<file path="src/design/cidt_pkg.sv">
`timescale 1ns / 1ps

package cidt_pkg;

  localparam int MAX_ENTRIES = 16;
  localparam int NUM_BUSES   = 3;

  localparam int TABLES    = NUM_BUSES * 2;
  localparam int BUS_SEL_W = (NUM_BUSES > 1) ? $clog2(NUM_BUSES) : 1;
  localparam int TABLE_W   = BUS_SEL_W + 1;
  localparam int CNT_W     = $clog2(MAX_ENTRIES + 1);

  localparam int ID_W      = 29;
  localparam int HANDLE_W  = 8;
  localparam int PAYLOAD_W = 64;

  typedef enum logic [0:0] {
    OP_REGISTER = 1'b0,
    OP_FRAME    = 1'b1
  } op_t;

  typedef enum logic [1:0] {
    ST_DELIVERED  = 2'd0,
    ST_NO_MATCH   = 2'd1,
    ST_REGISTERED = 2'd2,
    ST_FULL       = 2'd3
  } status_t;

  typedef struct packed {
    logic [0:0]           op;
    logic [1:0]           bus;
    logic                 extended;
    logic [ID_W-1:0]      can_id;
    logic [HANDLE_W-1:0]  device_handle;
    logic [PAYLOAD_W-1:0] payload;
  } req_t;

  typedef struct packed {
    logic [1:0]           status;
    logic [HANDLE_W-1:0]  target_handle;
    logic [PAYLOAD_W-1:0] frame_data;
  } rsp_t;

  typedef struct packed {
    logic [ID_W-1:0]     id;
    logic [HANDLE_W-1:0] handle;
  } entry_t;

  typedef struct packed {
    logic               load;
    logic [TABLE_W-1:0] load_table;
    logic               commit;
    logic [TABLE_W-1:0] table_sel;
    logic [ID_W-1:0]    key;
    entry_t             ins;
    logic [CNT_W-1:0]   cnt;
  } cell_ctl_t;

  function automatic logic [TABLE_W-1:0] pick_table(logic [1:0] bus, logic ext);
    logic [BUS_SEL_W-1:0] b;
    if (32'(bus) >= NUM_BUSES) begin
      b = BUS_SEL_W'(NUM_BUSES - 1);
    end else begin
      b = BUS_SEL_W'(bus);
    end
    return {b, ext};
  endfunction

endpackage

</file>
<file path="src/design/cidt_cell.sv">
`timescale 1ns / 1ps

module cidt_cell (
  input  logic                           clk,
  input  logic [cidt_pkg::CNT_W-1:0]     pos,
  input  cidt_pkg::cell_ctl_t            ctl,
  input  cidt_pkg::entry_t               prev_entry,
  input  logic                           prev_gt,
  output cidt_pkg::entry_t               entry,
  output logic                           gt,
  output logic                           match
);

  cidt_pkg::entry_t mem [cidt_pkg::TABLES];
  logic             valid;
  logic             at_end;
  logic             wr;
  cidt_pkg::entry_t wr_data;

  always_ff @(posedge clk) begin
    if (ctl.load) begin
      entry <= mem[ctl.load_table];
    end
  end

  assign valid  = pos < ctl.cnt;
  assign at_end = pos == ctl.cnt;
  assign gt     = valid && (entry.id > ctl.key);
  assign match  = valid && (entry.id == ctl.key);

  // shift from the left neighbour, else take the new word at the insert point
  assign wr      = ctl.commit && (prev_gt || gt || at_end);
  assign wr_data = prev_gt ? prev_entry : ctl.ins;

  always_ff @(posedge clk) begin
    if (wr) begin
      mem[ctl.table_sel] <= wr_data;
    end
  end

endmodule

</file>
<file path="config.mk">
export PLATFORM = sky130hd
export DESIGN_NAME = cidt_cell
export DESIGN_NICKNAME = d
export VERILOG_FILES = /design/src/design/cidt_pkg.sv /design/src/design/cidt_cell.sv
export SDC_FILE = /design/constraint.sdc
export NUM_CORES = 1
export LEC_CHECK = 0
export BUFFER_PORTS_ARGS = -buffer_cell sky130_fd_sc_hd__clkbuf_2
export CAP_MARGIN = 20
export CELL_PAD_IN_SITES_DETAIL_PLACEMENT = 0
export CELL_PAD_IN_SITES_GLOBAL_PLACEMENT = 1
export CORE_MARGIN = 2
export CORE_UTILIZATION = 52
export DETAILED_ROUTE_END_ITERATION = 10
export MAX_ROUTING_LAYER = met4
export PLACE_DENSITY = 0.86
export SLEW_MARGIN = 0
export SYNTH_ARGS = -nofsm -noshare
export SYNTH_HDL_FRONTEND = slang
export SYNTH_SLANG_ARGS = --single-unit
</file>
<file path="constraint.sdc">
create_clock -name clk -period 10.3 [get_ports clk]
set_input_delay 1.545 -clock clk [delete_from_list [all_inputs] [get_ports clk]]
set_output_delay 1.545 -clock clk [all_outputs]
set_load 0.03 [all_outputs]
</file>
## After elaboration in Yosys (flattened, before gate mapping)

Memory sizes are Yosys's and may differ from the RTL's. A register that Yosys moved wholly into a read port is not among the register bits.
Index checks and enable logic that the tools add are counted.

| word-level totals | value |
|---|---|
| flip-flop bits (word level) | 0 |
| latch bits | 0 |
| bits in writable memories | 222 |
| ROM bits | 0 |
| input bits | 123 |
| output and inout port bits | 39 |
| memories kept | 1 |

Memory list:

| memory | depth | bits a word | read ports | clocked after memory_dff | write ports | line | source |
|---|---|---|---|---|---|---|---|
| mem | 6 | 37 | 1 | 1 | 1 | cidt_cell.sv:14 | `cidt_pkg::entry_t mem [cidt_pkg::TABLES];` |

| cells by class | value |
|---|---|
| $add $sub $neg | 0 |
| multiply operators | 0 |
| div/mod/pow operators | 0 |
| $lt $le $gt $ge | 2 |
| equality and inequality tests | 2 |
| shift-type cells | 0 |
| multiplexer cells | 3 |
| bitwise logic cells | 0 |
| reductions and logical operators | 5 |

Operator list:

| kind | number |
|---|---|
| 37-bit two-way mux | 1 |
| 29-bit == test | 1 |
| 29-bit > comparator | 1 |
| 5-bit == test | 1 |
| 5-bit < comparator | 1 |
| 1-bit logical AND | 3 |
| 1-bit logical OR | 2 |
| 1-bit two-way mux | 2 |

## Logic depth before layout (Yosys ltp)

| logic depth | value |
|---|---|
| depth in word-level cells | 7 |
| mapped depth | 8 |
| gate-level depth less buffers | 8 |

## Worst setup path after synthesis

OpenSTA, ideal clock, no wires.

| path | value |
|---|---|
| path kind | input -> register |
| start point | input ctl[70] (netlist bit) |
| end point | memory mem[2][0] (netlist bit) (enable) |
| library setup time | 487 ps |
| arrival time | 5589 ps |
| required time | 9813 ps |
| slack | 4224 ps |
| stages | 8 |
| path through | inv_1 > ha_1 > nand4_2 > or2_4 > or3_4 > a21oi_1 > o21ai_1 > a211oi_1 |

| between the ends | value |
|---|---|
| longest elaborated chain between the ends | 7 |

Ends and longest elaborated chain:

| what | line | source |
|---|---|---|
| start: declaration | cidt_cell.sv:6 | `input cidt_pkg::cell_ctl_t ctl,` |
| 29-bit > comparator | cidt_cell.sv:28 | `assign gt = valid && (entry.id > ctl.key);` |
| 1-bit logical AND | cidt_cell.sv:28 |  |
| 1-bit logical OR (2 in series) | cidt_cell.sv:32 | `assign wr = ctl.commit && (prev_gt \|\| gt \|\| at_end);` |
| 1-bit logical AND | cidt_cell.sv:32 |  |
| 1-bit two-way mux | cidt_cell.sv:36 | `if (wr) begin` |
| 1-bit two-way mux (not written as such) | cidt_cell.sv:37 | `mem[ctl.table_sel] <= wr_data;` |
| end: declaration | cidt_cell.sv:14 |  |

Every way passes these cells.

## Final worst setup path

| path | value |
|---|---|
| start point | input ctl[70] (netlist bit) |
| end point | output gt |

| between the ends | value |
|---|---|
| longest elaborated chain between the ends | 2 |

Ends and longest elaborated chain:

| what | line | source |
|---|---|---|
| 29-bit > comparator | cidt_cell.sv:28 |  |
| 1-bit logical AND | cidt_cell.sv:28 |  |
| end: declaration | cidt_cell.sv:10 | `output logic gt,` |

Every way passes these cells.

==> flow_metrics.tcl <==
set metrics [dict create \
    clk_latency_ps 520 \
    synth_top_flop_cell "sky130_fd_sc_hd__edfxtp_1" \
    power-per-cell-area_nw_per_um2 176 \
    ys_async_sr_fraction_pct 0 \
    worst_slew_margin_rel_pct 34.0 \
    run_status "finished, final reports clean" \
    finalWirelength_mm 20.5 \
    syn2layout_area_growth_pct 18.1 \
    layout-drive-gt1-share_pct 37.9 \
    post_layout_nonfiller_instances 1072 \
    worst-r2r-cell-count 8 \
    post_cts_buffers 0 \
    ioPinCount 162 \
    cp_num_cells 10 \
    ir_drop_mv 0.115 \
    timing.final.ws_setup_ps 5200 \
    core.rowCount 52 \
    finalCriticalPeriod_ps 5100 \
    max-clock-path-buffers 3 \
    synth_top_area_share_pct 71.5 \
    dieHeight_um 149 \
    total_leakage_power_uw 0.00482 \
    root_buffer "sky130_fd_sc_hd__clkbuf_16" \
    commonest_non_fill_non_tap_cell_in_the_layout "sky130_fd_sc_hd__edfxtp_1" \
    tritoncts_clock_tree "yes" \
    seq_area_frac_synth_pct 71.5 \
    drc_errors 0 \
    yosys_register_bits 259 \
    sequential_cell_area_sq_um 7780 \
    routed-via-count 5814 \
    synth_cell_types 41 \
    num-nets-final 942 \
    ys_top_cells_by_area "sky130_fd_sc_hd__edfxtp_1 71%, sky130_fd_sc_hd__mux4_2 7.7%, sky130_fd_sc_hd__ha_1 3.9%" \
    post_drt_wl_per_cell_um 19.1 \
    global_route.usage.total_pct 19.7 \
    post_drt_via_cell_ratio 5.42 \
    fin_worst_skew_ps 10.0 \
    cp-end-kind "output port" \
    drt.antenna.violating_nets 0 \
    grt_max_degree 75 \
    path_max_fanout 4 \
    ctsResizeCount 0 \
    r2r-start "entry[36]" \
    vias_in_the_first_global_route 6105 \
    chipWidth_um 149 \
    slowest_delay_ps 390 \
    mostFrequentLayoutCells "259 x sky130_fd_sc_hd__edfxtp_1, 159 x sky130_fd_sc_hd__clkbuf_2, 51 x sky130_fd_sc_hd__a21oi_1" \
    timing.setup.critical_path_class "primary input to output port" \
    crit_path_cell_chain "clkbuf_2 -> inv_1 -> ha_1 -> nand4_2 -> or2_4 -> or3_4 -> a21oi_1 -> o21ai_1 -> inv_1 -> clkbuf_2" \
    globalplace.congestion 0.773 \
    starting_density_of_the_core_pct 53.4 \
    synth-edff-count 259 \
    drv_cap 0 \
    diodes 0 \
    finalHoldViolCount 0 \
    number_of_instances_in_the_placed_design 1027 \
    grt_setup_unrepaired "no" \
    yosys_warnings 0 \
    critPathArrivalTime_ps 3560 \
    clk_pin_slew_ps 60 \
    timing.critical_path.slowest_stage_cell "sky130_fd_sc_hd__or3_4" \
    critical_path_required_ps 8760 \
    timing_max_transition_violations_final 0 \
    synthCells 611 \
    htree_num_levels 1 \
    detailedPlacementHpwl_mm 12.5 \
    timing.critical_path.from "ctl[70]" \
    mappedNetlistArea_sq_um 10900 \
    fin_setup_tns_ps 0 \
    multiInputGateArea_sq_um 2900 \
    cts_buffers 24 \
    timing_worst_slew_pin_value_ps 990 \
    crit_family "simple AND/OR/NAND/NOR gates" \
    setup_viol 0 \
    place_ws_ps 5190 \
    first_pass_grt_wire_length_mm 32.2 \
    coreArea_sq_um 20400 \
    grt.met2_usage_pct 33.2 \
    worstSetupStartpointType "primary input" \
    hp-start "mem[4][8]" \
    dieArea_sq_um 22100 \
    worstPathBufferInverterCount 4 \
    grt.met1_usage_pct 25.6 \
    cts.sink_count 259 \
    port_buffer_count 161 \
    layout_worst_path_cycle_share_pct 49.5 \
    min_path_type "register to register" \
    busiest_grt_layer "met2" \
    dr.first_iter.drc_count 435 \
    postCtsHoldBufs 0 \
    hold-path-cell-count 2 \
    final.fill_count 1472 \
    dominant_cell_type_by_area_after_synthesis "sky130_fd_sc_hd__edfxtp_1" \
    antenna_violations_before_repair 0 \
    total_power_uw 2270 \
    post_synth.cell_area_avg_sq_um 17.8 \
    max_clock_freq_mhz 196 \
    drt-pass1-iter-count 4 \
    synth_nets 768 \
    globalRoute.totalOverflow 0 \
    use_met3_pct 2.64 \
]
[registers in the layout, summed over array words and instances, names as in the netlist]
name / flops
mem: 222
entry: 37
[per-stage QoR]
| stage | hold WS (ps) | utilization [%] | instance area (sq um) |
|---|---|---|---|
| finish | 623 | 63.1 | 12800 |
| global route | 662 | 63.1 | 12800 |
| CTS | 627 | 62.9 | 12800 |
| detailed placement | 604 | 59.1 | 12000 |
| global placement | 595 | 59.0 | 12000 |
| floorplan | 587 | - | 10900 |
[power breakdown]
part           internal [uW]  leakage (uW)  switching, uW
clock network            491      0.000383            363
registers               1200       0.00237           9.76
logic                   81.1       0.00207            120
[layer usage]
metal | wire length (um) | vias up
li1 | - | 2738
met1 | 8560 | 2855
met2 | 10300 | 191
met3 | 1260 | 30
met4 | 346 | 0
met5 | 0 | -
[cell type report]
type                            count  share of cell area (%)
Inverter                           37                    1.08
Sequential cell                   259                    60.5
Tap cell                          270                    2.63
Timing Repair Buffer              172                    7.23
Multi-Input combinational cell    291                    22.6
Clock buffer                       26                    4.90
Clock inverter                     17                    1.06
[Yosys cell counts (all sizes together), types with 4 or more instances]
cell type  number
nand2           9
mux4           37
inv            37
nand3           5
nand4           6
o21ai           5
buf             9
nor3            4
ha             34
clkbuf         15
mux2i          37
nor2           42
a21oi          51
mux2           37
edfxtp        259
[kinds of logic (layout without fill, tap and decap cells)]
family | after synthesis | after routing | synth area share (%)
compound gates | 68 | 68 | 3.81
fa+ha+maj | 34 | 34 | 3.91
buf+inv | 61 | 252 | 2.30
flops | 259 | 259 | 71.5
mux | 111 | 111 | 14.9
simple gates | 78 | 78 | 3.59
[worst paths after layout]
kind	endpoint	slack, ps
setup / recovery	gt	5200
hold / removal	entry[8]	620
setup reg to reg	mem[4][7]	7060
hold reg to reg	entry[8]	620
[worst min-delay path, delay by kind of cell (launching register included)]
| family | cells | cell delay, ps |
|---|---|---|
| DFF | 1 | 320 |
| AOI/OAI and AO/OA | 1 | 130 |
| muxes | 1 | 60 |
Power figures use the tool's default switching activity.
